[src/rtl/rcl_pkg.sv]
// Shared types, character codes and helpers for the rotor command line parser.
// No dependencies; every other file in rtl/ imports this package.
`timescale 1ns / 1ps
`default_nettype none

package rcl_pkg;

    localparam int BYTE_W          = 8;
    localparam int RING_DEPTH_DEF  = 128;
    localparam int MIN_LINE_LEN    = 20;
    localparam int MARK_STEP       = 6;
    localparam int NUM_ROTORS      = 4;

    typedef logic [BYTE_W-1:0] t_byte;

    // character codes
    localparam t_byte CH_NL    = 8'h0A;
    localparam t_byte CH_O     = 8'h4F;
    localparam t_byte CH_B     = 8'h42;
    localparam t_byte CH_COLON = 8'h3A;
    localparam t_byte CH_1     = 8'h31;
    localparam t_byte CH_2     = 8'h32;
    localparam t_byte CH_0     = 8'h30;
    localparam t_byte CH_9     = 8'h39;
    localparam t_byte CH_UA    = 8'h41;
    localparam t_byte CH_UF    = 8'h46;
    localparam t_byte CH_LA    = 8'h61;
    localparam t_byte CH_LF    = 8'h66;

    // rotor field order within a line
    typedef logic [1:0] t_fld;
    localparam t_fld FLD_O1 = 2'd0;
    localparam t_fld FLD_O2 = 2'd1;
    localparam t_fld FLD_B1 = 2'd2;
    localparam t_fld FLD_B2 = 2'd3;

    // hex digit value; anything that is not a hex digit counts as zero
    function automatic logic [3:0] hex_val(input t_byte c);
        logic [3:0] v;
        v = 4'h0;
        if (c >= CH_0 && c <= CH_9) begin
            v = 4'(c - CH_0);
        end else if (c >= CH_UA && c <= CH_UF) begin
            v = 4'(c - CH_UA + 8'd10);
        end else if (c >= CH_LA && c <= CH_LF) begin
            v = 4'(c - CH_LA + 8'd10);
        end
        return v;
    endfunction

endpackage

`default_nettype wire

[src/rtl/rcl_if.sv]
// Valid/ready channel interfaces for the rotor command line parser.
// Depends on rcl_pkg for the byte type.
`timescale 1ns / 1ps
`default_nettype none

interface rcl_rx_if import rcl_pkg::*; ();
    logic  valid;
    logic  ready;
    t_byte rx_byte;

    modport source (output valid, output rx_byte, input ready);
    modport sink   (input valid, input rx_byte, output ready);
endinterface

interface rcl_res_if import rcl_pkg::*; ();
    logic  valid;
    logic  ready;
    logic  line_accepted;
    t_byte rotor_o1;
    t_byte rotor_o2;
    t_byte rotor_b1;
    t_byte rotor_b2;
    logic  values_valid;

    modport source (output valid, output line_accepted, output rotor_o1, output rotor_o2,
                    output rotor_b1, output rotor_b2, output values_valid, input ready);
    modport sink   (input valid, input line_accepted, input rotor_o1, input rotor_o2,
                    input rotor_b1, input rotor_b2, input values_valid, output ready);
endinterface

`default_nettype wire

[src/rtl/rotor_command_line_parser.sv]
// Rotor command line parser: byte ring store, line walker and rotor field parser.
// Depends on rcl_pkg and the channel interfaces in rcl_if.sv.
//
// Usage:
//   i_rx carries one received byte per item; o_res carries one result item per
//   newline byte (accept flag, the four held rotor values, sticky valid flag).
//   Every byte is written into a RING_DEPTH-entry ring memory. An ordinary byte
//   leaves the block in idle, so it stays ready for the next byte.
//   A newline starts a walk through the ring from the read pointer, one stored
//   byte per cycle through the registered memory read port; the parser consumes
//   each byte as it comes back, so the line is checked in the same pass. A
//   newline holds the input not ready through the walk and until its result is
//   loaded into the output register; that result is valid on o_res as the input
//   is ready again.
//   Reset clears the pointers, the held rotor values and the valid flag. The
//   ring memory itself is not cleared; the pointers never read an entry that
//   was not written.
//   A stalled receiver holds the result in the output register; the block keeps
//   taking bytes, and a later newline waits after its walk until the register
//   frees up.
`timescale 1ns / 1ps
`default_nettype none

module rotor_command_line_parser import rcl_pkg::*; #(
    parameter int RING_DEPTH = RING_DEPTH_DEF
) (
    input  wire logic i_clk,
    input  wire logic i_rst_n,
    rcl_rx_if.sink    i_rx,
    rcl_res_if.source o_res
);

    localparam int AW = $clog2(RING_DEPTH);

    typedef logic [AW-1:0] t_addr;
    typedef logic [AW:0]   t_pos;

    typedef enum logic [1:0] {
        S_IDLE,
        S_WALK,
        S_DONE
    } t_state;

    // parser position within the expected line layout
    typedef enum logic [3:0] {
        P_O,
        P_1,
        P_C,
        P_SRCH,
        P_DIG,
        P_COL,
        P_HI,
        P_LO,
        P_DONE,
        P_FAIL
    } t_pst;

    function automatic t_addr wrap_inc(input t_addr p);
        return (p == t_addr'(RING_DEPTH - 1)) ? '0 : p + 1'b1;
    endfunction

    // ring memory
    t_byte mem [RING_DEPTH];
    t_byte r_rdata;
    logic  mem_we;
    logic  rd_en;

    // control state
    t_state r_state, n_state;
    t_addr  r_wp, n_wp;
    t_addr  r_rp, n_rp;
    t_addr  r_idx, n_idx;       // next ring address to read
    t_addr  r_k, n_k;           // line position of the next read
    t_addr  r_kd, n_kd;         // line position of the data now in r_rdata
    t_addr  r_idx_d, n_idx_d;   // ring address of the data now in r_rdata
    logic   r_pend, n_pend;     // r_rdata holds a line byte
    t_pst   r_pst, n_pst;
    t_fld   r_fld, n_fld;
    t_addr  r_mark, n_mark;     // position of the last marker found
    logic [3:0] r_hi, n_hi;
    logic   r_ok, n_ok;

    logic [NUM_ROTORS-1:0][BYTE_W-1:0] r_held, n_held;
    logic   r_vflag, n_vflag;

    // output register
    logic   r_out_valid, n_out_valid;
    logic   r_out_ok, n_out_ok;
    logic [NUM_ROTORS-1:0][BYTE_W-1:0] r_out_rot, n_out_rot;
    logic   r_out_vflag, n_out_vflag;

    // per-line parsed values
    logic [NUM_ROTORS-1:0][BYTE_W-1:0] r_val;
    logic   val_we;
    t_byte  val_wd;

    logic   rx_hs;
    t_byte  d;
    logic   data_nl;
    logic   stop;
    logic   fin;
    t_addr  len;
    t_pos   srch_start;
    t_byte  mark_ch;
    t_byte  digit_ch;
    logic   line_ok;
    t_byte  b2_val;

    assign i_rx.ready = (r_state == S_IDLE);
    assign rx_hs      = i_rx.valid && i_rx.ready;
    assign mem_we     = rx_hs;

    assign d          = r_rdata;
    assign data_nl    = r_pend && (d == CH_NL);
    // walk ends at the write pointer or after RING_DEPTH-1 bytes
    assign stop       = (r_idx == r_wp) || (r_k == t_addr'(RING_DEPTH - 1));
    assign fin        = data_nl || (stop && !r_pend);
    assign len        = data_nl ? r_kd : r_k;
    assign srch_start = t_pos'(r_mark) + t_pos'(MARK_STEP);
    assign mark_ch    = (r_fld == FLD_O2) ? CH_O : CH_B;
    assign digit_ch   = (r_fld == FLD_B1) ? CH_1 : CH_2;

    // A line that ends right after the high digit of the last value still counts:
    // the missing low digit reads as zero.
    assign b2_val     = (r_pst == P_DONE) ? r_val[FLD_B2] : {r_hi, 4'h0};
    assign line_ok    = (len > t_addr'(MIN_LINE_LEN)) &&
                        ((r_pst == P_DONE) || ((r_pst == P_LO) && (r_fld == FLD_B2)));

    always_comb begin
        n_state     = r_state;
        n_wp        = r_wp;
        n_rp        = r_rp;
        n_idx       = r_idx;
        n_k         = r_k;
        n_kd        = r_kd;
        n_idx_d     = r_idx_d;
        n_pend      = r_pend;
        n_pst       = r_pst;
        n_fld       = r_fld;
        n_mark      = r_mark;
        n_hi        = r_hi;
        n_ok        = r_ok;
        n_held      = r_held;
        n_vflag     = r_vflag;
        n_out_valid = r_out_valid;
        n_out_ok    = r_out_ok;
        n_out_rot   = r_out_rot;
        n_out_vflag = r_out_vflag;
        rd_en       = 1'b0;
        val_we      = 1'b0;
        val_wd      = {r_hi, hex_val(d)};

        // drop the result once the receiver takes it
        if (o_res.valid && o_res.ready) begin
            n_out_valid = 1'b0;
        end

        unique case (r_state)
            S_IDLE: begin
                if (rx_hs) begin
                    n_wp = wrap_inc(r_wp);
                    if (i_rx.rx_byte == CH_NL) begin
                        n_state = S_WALK;
                        n_idx   = r_rp;
                        n_k     = '0;
                        n_pend  = 1'b0;
                        n_pst   = P_O;
                        n_fld   = FLD_O1;
                        n_mark  = '0;
                    end
                end
            end

            S_WALK: begin
                n_pend = 1'b0;
                if (fin) begin
                    n_state = S_DONE;
                    n_ok    = line_ok;
                    // advance the read pointer past the newline found
                    if (data_nl) begin
                        n_rp = wrap_inc(r_idx_d);
                    end
                    if (line_ok) begin
                        n_held[FLD_O1] = r_val[FLD_O1];
                        n_held[FLD_O2] = r_val[FLD_O2];
                        n_held[FLD_B1] = r_val[FLD_B1];
                        n_held[FLD_B2] = b2_val;
                        n_vflag        = 1'b1;
                    end
                end else begin
                    // issue the next read
                    if (!stop) begin
                        rd_en   = 1'b1;
                        n_pend  = 1'b1;
                        n_kd    = r_k;
                        n_idx_d = r_idx;
                        n_idx   = wrap_inc(r_idx);
                        n_k     = r_k + 1'b1;
                    end
                    // consume the byte that came back
                    if (r_pend) begin
                        unique case (r_pst)
                            P_O:    n_pst = (d == CH_O)     ? P_1  : P_FAIL;
                            P_1:    n_pst = (d == CH_1)     ? P_C  : P_FAIL;
                            P_C:    n_pst = (d == CH_COLON) ? P_HI : P_FAIL;
                            P_SRCH: begin
                                if ((t_pos'(r_kd) >= srch_start) && (d == mark_ch)) begin
                                    n_mark = r_kd;
                                    n_pst  = P_DIG;
                                end
                            end
                            P_DIG:  n_pst = (d == digit_ch) ? P_COL : P_FAIL;
                            P_COL:  n_pst = (d == CH_COLON) ? P_HI  : P_FAIL;
                            P_HI: begin
                                n_hi  = hex_val(d);
                                n_pst = P_LO;
                            end
                            P_LO: begin
                                val_we = 1'b1;
                                if (r_fld == FLD_B2) begin
                                    n_pst = P_DONE;
                                end else begin
                                    n_fld = r_fld + 1'b1;
                                    n_pst = P_SRCH;
                                end
                            end
                            P_DONE: n_pst = P_DONE;
                            P_FAIL: n_pst = P_FAIL;
                            default: n_pst = P_FAIL;
                        endcase
                    end
                end
            end

            S_DONE: begin
                // hold until the output register is free
                if (!r_out_valid || o_res.ready) begin
                    n_out_valid = 1'b1;
                    n_out_ok    = r_ok;
                    n_out_rot   = r_held;
                    n_out_vflag = r_vflag;
                    n_state     = S_IDLE;
                end
            end

            default: n_state = S_IDLE;
        endcase
    end

    always_ff @(posedge i_clk) begin
        if (!i_rst_n) begin
            r_state     <= S_IDLE;
            r_wp        <= '0;
            r_rp        <= '0;
            r_pend      <= 1'b0;
            r_held      <= '0;
            r_vflag     <= 1'b0;
            r_out_valid <= 1'b0;
        end else begin
            r_state     <= n_state;
            r_wp        <= n_wp;
            r_rp        <= n_rp;
            r_pend      <= n_pend;
            r_held      <= n_held;
            r_vflag     <= n_vflag;
            r_out_valid <= n_out_valid;
        end
        r_idx       <= n_idx;
        r_k         <= n_k;
        r_kd        <= n_kd;
        r_idx_d     <= n_idx_d;
        r_pst       <= n_pst;
        r_fld       <= n_fld;
        r_mark      <= n_mark;
        r_hi        <= n_hi;
        r_ok        <= n_ok;
        r_out_ok    <= n_out_ok;
        r_out_rot   <= n_out_rot;
        r_out_vflag <= n_out_vflag;
    end

    always_ff @(posedge i_clk) begin
        if (val_we) begin
            r_val[r_fld] <= val_wd;
        end
    end

    // ring memory: write on byte accept, registered read during the walk
    always_ff @(posedge i_clk) begin
        if (mem_we) begin
            mem[r_wp] <= i_rx.rx_byte;
        end
        if (rd_en) begin
            r_rdata <= mem[r_idx];
        end
    end

    assign o_res.valid         = r_out_valid;
    assign o_res.line_accepted = r_out_ok;
    assign o_res.rotor_o1      = r_out_rot[FLD_O1];
    assign o_res.rotor_o2      = r_out_rot[FLD_O2];
    assign o_res.rotor_b1      = r_out_rot[FLD_B1];
    assign o_res.rotor_b2      = r_out_rot[FLD_B2];
    assign o_res.values_valid  = r_out_vflag;

endmodule

`default_nettype wire
[src/flat_wrapper.sv]
// flat-port wrapper written by rule: the top's interface ports become plain ports
module rotor_command_line_parser_flat import rcl_pkg::*;
#(
    parameter int RING_DEPTH = RING_DEPTH_DEF
)
  (i_clk, i_rst_n, i_rx_valid, i_rx_rx_byte, i_rx_ready, o_res_valid, o_res_line_accepted, o_res_rotor_o1, o_res_rotor_o2, o_res_rotor_b1, o_res_rotor_b2, o_res_values_valid, o_res_ready);
  rcl_rx_if i_rx_i ();
  rcl_res_if o_res_i ();
  input  wire logic i_clk;
  input  wire logic i_rst_n;
  input wire logic [$bits(i_rx_i.valid)-1:0] i_rx_valid;
  input wire logic [$bits(i_rx_i.rx_byte)-1:0] i_rx_rx_byte;
  output wire logic [$bits(i_rx_i.ready)-1:0] i_rx_ready;
  output wire logic [$bits(o_res_i.valid)-1:0] o_res_valid;
  output wire logic [$bits(o_res_i.line_accepted)-1:0] o_res_line_accepted;
  output wire logic [$bits(o_res_i.rotor_o1)-1:0] o_res_rotor_o1;
  output wire logic [$bits(o_res_i.rotor_o2)-1:0] o_res_rotor_o2;
  output wire logic [$bits(o_res_i.rotor_b1)-1:0] o_res_rotor_b1;
  output wire logic [$bits(o_res_i.rotor_b2)-1:0] o_res_rotor_b2;
  output wire logic [$bits(o_res_i.values_valid)-1:0] o_res_values_valid;
  input wire logic [$bits(o_res_i.ready)-1:0] o_res_ready;
  assign i_rx_i.valid = i_rx_valid;
  assign i_rx_i.rx_byte = i_rx_rx_byte;
  assign i_rx_ready = i_rx_i.ready;
  assign o_res_valid = o_res_i.valid;
  assign o_res_line_accepted = o_res_i.line_accepted;
  assign o_res_rotor_o1 = o_res_i.rotor_o1;
  assign o_res_rotor_o2 = o_res_i.rotor_o2;
  assign o_res_rotor_b1 = o_res_i.rotor_b1;
  assign o_res_rotor_b2 = o_res_i.rotor_b2;
  assign o_res_values_valid = o_res_i.values_valid;
  assign o_res_i.ready = o_res_ready;
  rotor_command_line_parser #(.RING_DEPTH(RING_DEPTH)) u_core (.i_clk(i_clk), .i_rst_n(i_rst_n), .i_rx(i_rx_i), .o_res(o_res_i));
endmodule
[config.mk]
export PLATFORM = sky130hd
export DESIGN_NAME = rotor_command_line_parser_flat
export DESIGN_NICKNAME = d
export VERILOG_FILES = /design/src/rtl/rcl_pkg.sv /design/src/rtl/rcl_if.sv /design/src/rtl/rotor_command_line_parser.sv /design/src/flat_wrapper.sv
export SDC_FILE = /design/constraint.sdc
export NUM_CORES = 1
export LEC_CHECK = 0
export ABC_AREA = 0
export BUFFER_PORTS_ARGS = -buffer_cell sky130_fd_sc_hd__buf_2
export CAP_MARGIN = 30
export CORE_ASPECT_RATIO = 1.2
export CORE_MARGIN = 5
export CORE_UTILIZATION = 35
export DETAILED_ROUTE_END_ITERATION = 8
export PLACE_DENSITY = 0.51
export RECOVER_POWER = 100
export SYNTH_ARGS = -nofsm -noshare
export SYNTH_HDL_FRONTEND = slang
export SYNTH_SLANG_ARGS = --single-unit
export TNS_END_PERCENT = 20
[constraint.sdc]
create_clock -name i_clk -period 8.3 [get_ports i_clk]
set_clock_uncertainty 0.15 [all_clocks]
set_input_delay 0 -clock i_clk [delete_from_list [all_inputs] [get_ports i_clk]]
set_output_delay 0 -clock i_clk [all_outputs]
set_load 0.02 [all_outputs]
==> run_results.csv, run 1 <==
group,metric,value,unit
detailed_routing,met3_length,6170,microns
yosys,synth_cell_types,59,
placed_design,dpl_worst_slack,4240,ps
yosys,synth_xor_area_frac,0.00557,
layout,nNetsFinal,3020,
timing,worst_slack,2360,ps
placed_design,hpwl,75900,microns
yosys,avgSynthCellArea,16.2,sq um
power_and_ir_drop,worst_ir_drop_vdd,0.165,mV
timing,final_max_slew_viol_count,1048,
timing,hold_viol_final,0,
detailed_routing,vias,25600,
yosys,synthAdderAreaFrac,0.00530,
detailed_routing,routed-wl-met2,61600,microns
placed_design,port_buffers,47,
yosys,yosys.area.top_type,"edfxtp_1",
clocking,cts.path.max_buffers,3,
clocking,cts_tree,"built",
yosys,synth_area_leaders,"edfxtp_1, mux2i_1, a22oi_1",
die,die_w,345,microns
clocking,cts-resized-gates,0,
clocking,h-tree-depth,3,
layout,final_layout_size_suffix_gt1_frac,0.0819,
power_and_ir_drop,power_density,224,nW/um^2
yosys,ys.flop_type,"edfxtp_1",
power_and_ir_drop,pwr-share-comb,0.012,
die,row_count,147,
power_and_ir_drop,p_sw_frac,0.201,
flow_run,max_cap_violations,23,
yosys,synthSimpleGateAreaFrac,0.0628,
grt,grt_pass1_wl,178000,microns
yosys,synthCells,2922,
clocking,cts_sinks,1195,
timing,period_share,0.716,
detailed_routing,detail_route.first_pass.iterations,5,
power_and_ir_drop,p_switching,0.00239,W
die,initial_core_util,0.352,
die,dieArea,142000,sq um
timing,tightest_slew,3950,ps
detailed_routing,drt_wl_total,122000,microns
detailed_routing,wirelength_met1,51200,microns
clocking,root_buffer,"clkbuf_16",
power_and_ir_drop,intPower,0.00951,W
outcome,status,"finished with violations",
die,core,134000,sq um
timing,final.min_clock_period,5940,ps
yosys,netlist.area_leader.share,0.728,
yosys,ys_seq_area_frac,0.750,
detailed_routing,ant_nets,0,
die,pin_count,48,
detailed_routing,routed.top_layer,"met4",
timing,finalSetupViolCount,0,
worst_setup_path,setup.worst_path.start_class,"input pin",
worst_hold_path,holdCritPathClass,"in2reg",
detailed_routing,route.detailed.drc,0,
timing,slew-limit-headroom,-1.63,
grt,grt_pass1_vias,25800,
power_and_ir_drop,leakagePower,17.3,nW
detailed_routing,routedWlPerCell,25.1,microns
timing,rsz0062_at_grt,"no",
worst_setup_path,crit_required,8130,ps
clocking,clk_latency,720,ps
yosys,synth_compound_area_frac,0.0618,
layout,fillers,12300,
worst_setup_path,worstPathMaxFanout,77,
worst_setup_path,crit_arrival,5770,ps
yosys,synthMuxAreaShare,0.0974,
clocking,cts_buffers,115,
grt,grt_usage,0.167,
grt,grt_max_degree,158,
power_and_ir_drop,p_clk_frac,0.432,
yosys,synth_nets,2954,
yosys,synth_seq_cells,1195,
die,die_h,412,microns
outcome,violations,"max-capacitance violations, max-slew violations",
yosys,synth_most_common_cell,"edfxtp_1",
yosys,ys_warn_count,0,
yosys,syn_area,47200,sq um
timing,fmax,0.168,GHz
worst_setup_path,endpoint_kind,"flip-flop",
power_and_ir_drop,p_seq_frac,0.555,
grt,grt-ovfl-total,0,
placed_design,place_congestion,0.808,
clocking,path_clk_slew,60,ps
detailed_routing,drt-initial-drc-count,2325,
yosys,synth_top_family_by_area,"multiplexers",
layout,antenna_cells,0,
yosys,synth_edf_count,1144,
detailed_routing,avgViaCountPerCell,5.25,
layout,area_growth,12.5,%
worst_setup_path,worst-setup-path-type,"in2reg",
timing,finalSetupTns,0,ps
yosys,synth_common_cells,"edfxtp_1, mux2i_1, nor2_1",
grt,antenna_found_initial,4,
yosys,ys_async_sr_fraction,0,
power by group through the flow:
stage	Combinational, W	Clock [W]	Sequential (W)
6_report	0.000147	0.00514	0.00661
2_1_floorplan	0.0000247	0	0.00673
5_1_grt	0.000158	0.00550	0.00661
4_1_cts	0.000156	0.00525	0.00660
3_3_place_gp	0.000144	0	0.00673
3_5_place_dp	0.000150	0	0.00673
metal layers:
metal  GRT usage  up-vias
met5           0        -
met4      0.0558        0
met3      0.0238      158
met2       0.292      727
met1       0.216    13200
li1            -    11500
critical path, stage by stage:
cell and delay [ps]:
dlygate4sd3_1 520, clkbuf_1 2480, clkbuf_1 2690
logic make-up after synthesis:
family | count (synthesis)
multiplexers | 458
flip-flops | 1195
buffers and inverters | 185
XOR/XNOR | 30
AND/OR/NAND/NOR | 607
AO/OA/AOI/OAI | 427
adder cells (fa/ha/maj) | 20
what timing repair did:
item                      CTS  global route
hold endpoints to repair  526             0
hold buffers               14             0
buffers inserted            0             0
stage by stage:
step / utilization / cell area (sq um) / power [W] / std cells / hold slack, ps
2_1_floorplan: - / 47200 / 0.00675 / 2922 / -51.1
5_1_grt: 0.397 / 53100 / 0.0123 / 4876 / 151
4_1_cts: 0.398 / 53300 / 0.0120 / 4872 / 21.6
3_5_place_dp: 0.369 / 49500 / 0.00688 / 4641 / 188
3_3_place_gp: 0.369 / 49400 / 0.00687 / 4635 / 182
6_report: 0.397 / 53100 / 0.0119 / 4876 / 150
area by class of cell:
class                           count  area (sq um)  share of cell area
Multi-Input combinational cell   1542         11000               0.208
Timing Repair Buffer              114           686              0.0129
Clock buffer                      143          3090              0.0581
Clock inverter                     74           611              0.0115
Sequential cell                  1195         35400               0.666
Inverter                           20          75.1             0.00141
Tap cell                         1788          2240              0.0421
cell usage in the layout, fill, tap and decap left out, drive strengths merged, types with 4 or more instances in the layout:
cell type and n:
a21oi 90, or4 9, ha 20, buf 32
nand4 42, nor2b 72, nand3 84, or3 4
mux2 11, inv 27, clkinvlp 5, edfxtp 1144
a211oi 74, nand2 92, a22oi 185, o21ai 52
bufinv 8, clkinv 54, nand2b 14, dfxtp 51
nor3 40, clkbuf 211, xnor2 11, o22ai 8
and2 18, mux2i 447, o21a 4, xor2 19
dlygate4sd3 14, nor2 213
final timing paths:
check	from	endpoint	slack (ps)	cells after the start
max	i_rx_rx_byte[6]	u_core.mem[73][6]$_DFFE_PP_	2360	3
min	i_rst_n	u_core.r_pend$_SDFFE_PN0P_	150	3
max reg2reg	u_core.r_idx[2]$_DFFE_PP_	u_core.d[0]$_DFFE_PP_	2980	8
min reg2reg	u_core.r_held[21]$_SDFFE_PN0P_	u_core.o_res.rotor_b1[5]$_DFFE_PP_	280	0
sequential cells by signal (all words and copies together) (netlist names), 8 cells and up:
name,flops
u_core.r_val,32
u_core.o_res.rotor_b2,8
u_core.o_res.rotor_o1,8
u_core.mem,1024
u_core.d,8
u_core.o_res.rotor_b1,8
u_core.r_held,32
u_core.o_res.rotor_o2,8
Note: power is estimated with default switching activity, not from simulation.
==> inputs of run 2 (changes only) <==
--- a/config.mk
+++ b/config.mk
@@ -5,14 +5,14 @@
 export SDC_FILE = /design/constraint.sdc
 export NUM_CORES = 1
 export LEC_CHECK = 0
-export ABC_AREA = 0
+export ABC_AREA = 1
 export BUFFER_PORTS_ARGS = -buffer_cell sky130_fd_sc_hd__buf_2
 export CAP_MARGIN = 30
 export CORE_ASPECT_RATIO = 1.2
 export CORE_MARGIN = 5
 export CORE_UTILIZATION = 35
 export DETAILED_ROUTE_END_ITERATION = 8
-export PLACE_DENSITY = 0.51
+export PLACE_DENSITY = 0.53
 export RECOVER_POWER = 100
 export SYNTH_ARGS = -nofsm -noshare
 export SYNTH_HDL_FRONTEND = slang
==> constraint.sdc (replaced) <==
create_clock -name i_clk -period 5.36 [get_ports i_clk]
set_clock_uncertainty 0.15 [all_clocks]
set_input_delay 0 -clock i_clk [delete_from_list [all_inputs] [get_ports i_clk]]
set_output_delay 0 -clock i_clk [all_outputs]
set_load 0.02 [all_outputs]
==> run_results.csv, run 2 <==
group,metric,value,unit
clocking,cts-resized-gates,0,
die,pin_count,48,
worst_hold_path,holdCritPathClass,"in2reg",
clocking,cts_hold_buf,14,
clocking,root_buffer,"clkbuf_16",
yosys,ys_seq_area_frac,0.688,
clocking,path_clk_slew,60,ps
layout,final_common_cell,"nand2_1",
detailed_routing,drt-initial-drc-count,2804,
yosys,synth_edf_count,1144,
worst_setup_path,crit_required,5880,ps
die,dieArea,155000,sq um
layout,area_growth,11.6,%
clocking,cts.path.max_buffers,3,
timing,period_share,0.800,
power_and_ir_drop,worst_ir_drop_vdd,0.246,mV
layout,max_flop_register,"u_core.mem",
grt,grt-ovfl-total,0,
die,die_w,360,microns
outcome,violations,"max-capacitance violations, max-slew violations",
worst_setup_path,worst-setup-path-type,"reg2reg",
timing,final.min_clock_period,4290,ps
yosys,ys_warn_count,0,
die,row_count,154,
detailed_routing,route.detailed.drc,0,
yosys,yosys.area.top_type,"edfxtp_1",
placed_design,hpwl,79800,microns
worst_setup_path,worstPathMaxFanout,37,
layout,final_cell_mix,"nand2_1, edfxtp_1, inv_1",
detailed_routing,detail_route.first_pass.iterations,5,
yosys,ys.flop_type,"edfxtp_1",
detailed_routing,drt_wl_total,136000,microns
yosys,synth_cell_types,43,
die,initial_core_util,0.351,
placed_design,place_congestion,0.832,
grt,grt_usage,0.173,
timing,hold_viol_final,0,
flow_run,max_cap_violations,22,
grt,grt_pass1_vias,32700,
grt,grt_pass1_wl,206000,microns
detailed_routing,vias,33500,
die,core,146000,sq um
worst_setup_path,crit_arrival,4810,ps
yosys,netlist.area_leader.share,0.668,
timing,finalSetupTns,0,ps
timing,final_max_slew_viol_count,791,
timing,slew-limit-headroom,-1.36,
layout,nNetsFinal,4936,
layout,fin_util,0.392,
yosys,syn_area,51400,sq um
die,die_h,430,microns
yosys,synth_seq_cells,1195,
detailed_routing,ant_nets,0,
layout,largest_register_ffs,1024,
yosys,avgSynthCellArea,10.5,sq um
clocking,cts_buffers,117,
worst_setup_path,endpoint_kind,"flip-flop",
detailed_routing,routedWlPerCell,19.6,microns
clocking,cts_sinks,1195,
timing,fmax,0.233,GHz
yosys,ys_async_sr_fraction,0,
placed_design,port_buffers,47,
layout,top_regs,"u_core.mem: 1024 flops, u_core.r_held: 32 flops, u_core.r_val: 32 flops",
yosys,synth_area_leaders,"edfxtp_1, nand2_1, nand3_1",
clocking,cts_tree,"built",
grt,grt_max_degree,212,
timing,tightest_slew,3530,ps
yosys,synth_nets,4949,
yosys,synth_most_common_cell,"nand2_1",
timing,rsz0062_at_grt,"no",
power_and_ir_drop,power_density,327,nW/um^2
clocking,clk_latency,730,ps
clocking,h-tree-depth,3,
yosys,synth_common_cells,"nand2_1, edfxtp_1, inv_1",
timing,finalSetupViolCount,0,
outcome,status,"finished with violations",
clocking,post-cts-setup-buffers,0,
power_and_ir_drop,leakagePower,22.3,nW
worst_setup_path,setup.worst_path.start_class,"flip-flop",
detailed_routing,avgViaCountPerCell,4.82,
yosys,synthCells,4917,
layout,final_layout_size_suffix_gt1_frac,0.0521,
grt,antenna_found_initial,1,
run 2: cell count changes in the layout (fill, tap and decap cells not counted), moves of 39 or more:
cell,previous run,this run
nand4_1,42,3
a211oi_1,60,2
mux2i_1,447,1
nand2_1,92,1627
or2_1,0,51
nor2_1,204,353
o211ai_1,1,72
nand3_1,84,508
o21ai_0,51,93
a22oi_1,185,0
nor2b_1,71,0
inv_1,20,540
run 2: per-stage QoR:
stage / instance area (sq um) / hold slack, ps / worst slack (ps) / total power, W / instances
final: 57400 / 86.7 / 1070 / 0.0188 / 6959
after global routing: 57400 / 60.2 / 827 / 0.0194 / 6959
after CTS: 57500 / 11.0 / 1880 / 0.0190 / 6955
after detailed placement: 53500 / 225 / 1890 / 0.0107 / 6718
after global placement: 53500 / 219 / 1930 / 0.0107 / 6716
after floorplan: 51400 / -52.4 / 1890 / 0.0105 / 4917
run 2: power by group:
group | switching (W) | total (W) | internal (W)
clock network | 0.00352 | 0.00827 | 0.00476
registers | 0.00000589 | 0.0102 | 0.0102
logic | 0.000235 | 0.000269 | 0.0000340
total | 0.00376 | 0.0188 | 0.0150
run 2: final timing paths:
path,from,end,slack [ps],cells after the start
worst max-delay path,u_core.r_idx[4]$_DFFE_PP_,u_core.r_state[1]$_SDFFE_PN0P_,1070,13
worst min-delay path,i_rst_n,u_core.r_rp[1]$_SDFFE_PN0P_,90,4
worst max register to register,u_core.r_idx[4]$_DFFE_PP_,u_core.r_state[1]$_SDFFE_PN0P_,1070,13
worst min register to register,u_core.r_ok$_DFFE_PP_,u_core.o_res.line_accepted$_DFFE_PP_,280,0
run 2: layout make-up:
cell class	instances	area [sq um]
fill	14300	89100
sequential	1195	35400
multi-input combinational	2919	12700
clock buffer	170	3310
tap	1950	2440
inverter	550	2080
timing repair buffer	121	902
clock inverter	53	534
antenna	1	2.50
run 2: critical path: stages (launching register included):
cell	delay, ps
edfxtp_1	320
clkbuf_1	1730
xnor2_1	230
nand2_1	80
nor2_1	150
nand2_1	130
nand2_2	110
nand2_1	100
nand2_4	300
nand2_1	170
nand2_1	90
nand2_1	50
dlygate4sd3_1	560
inv_1	50
run 2: per-layer routing:
metal,wire length [microns],part of all wire,GRT usage,up-vias
li1,-,-,-,16200
met1,56300,0.41,0.217,16200
met2,68300,0.50,0.304,905
met3,6600,0.048,0.0203,225
met4,5250,0.038,0.0694,0
met5,0,0,0,-
run 2: logic make-up after synthesis:
kind of cell / share of synthesized area
and+or+nand+nor: 0.208
muxes: 0.00107
xor gates and xnor gates: 0.00324
adders and majority gates: 0.00487
buffers and inverters: 0.0643
AOI/OAI and AO/OA: 0.0309
DFF: 0.688
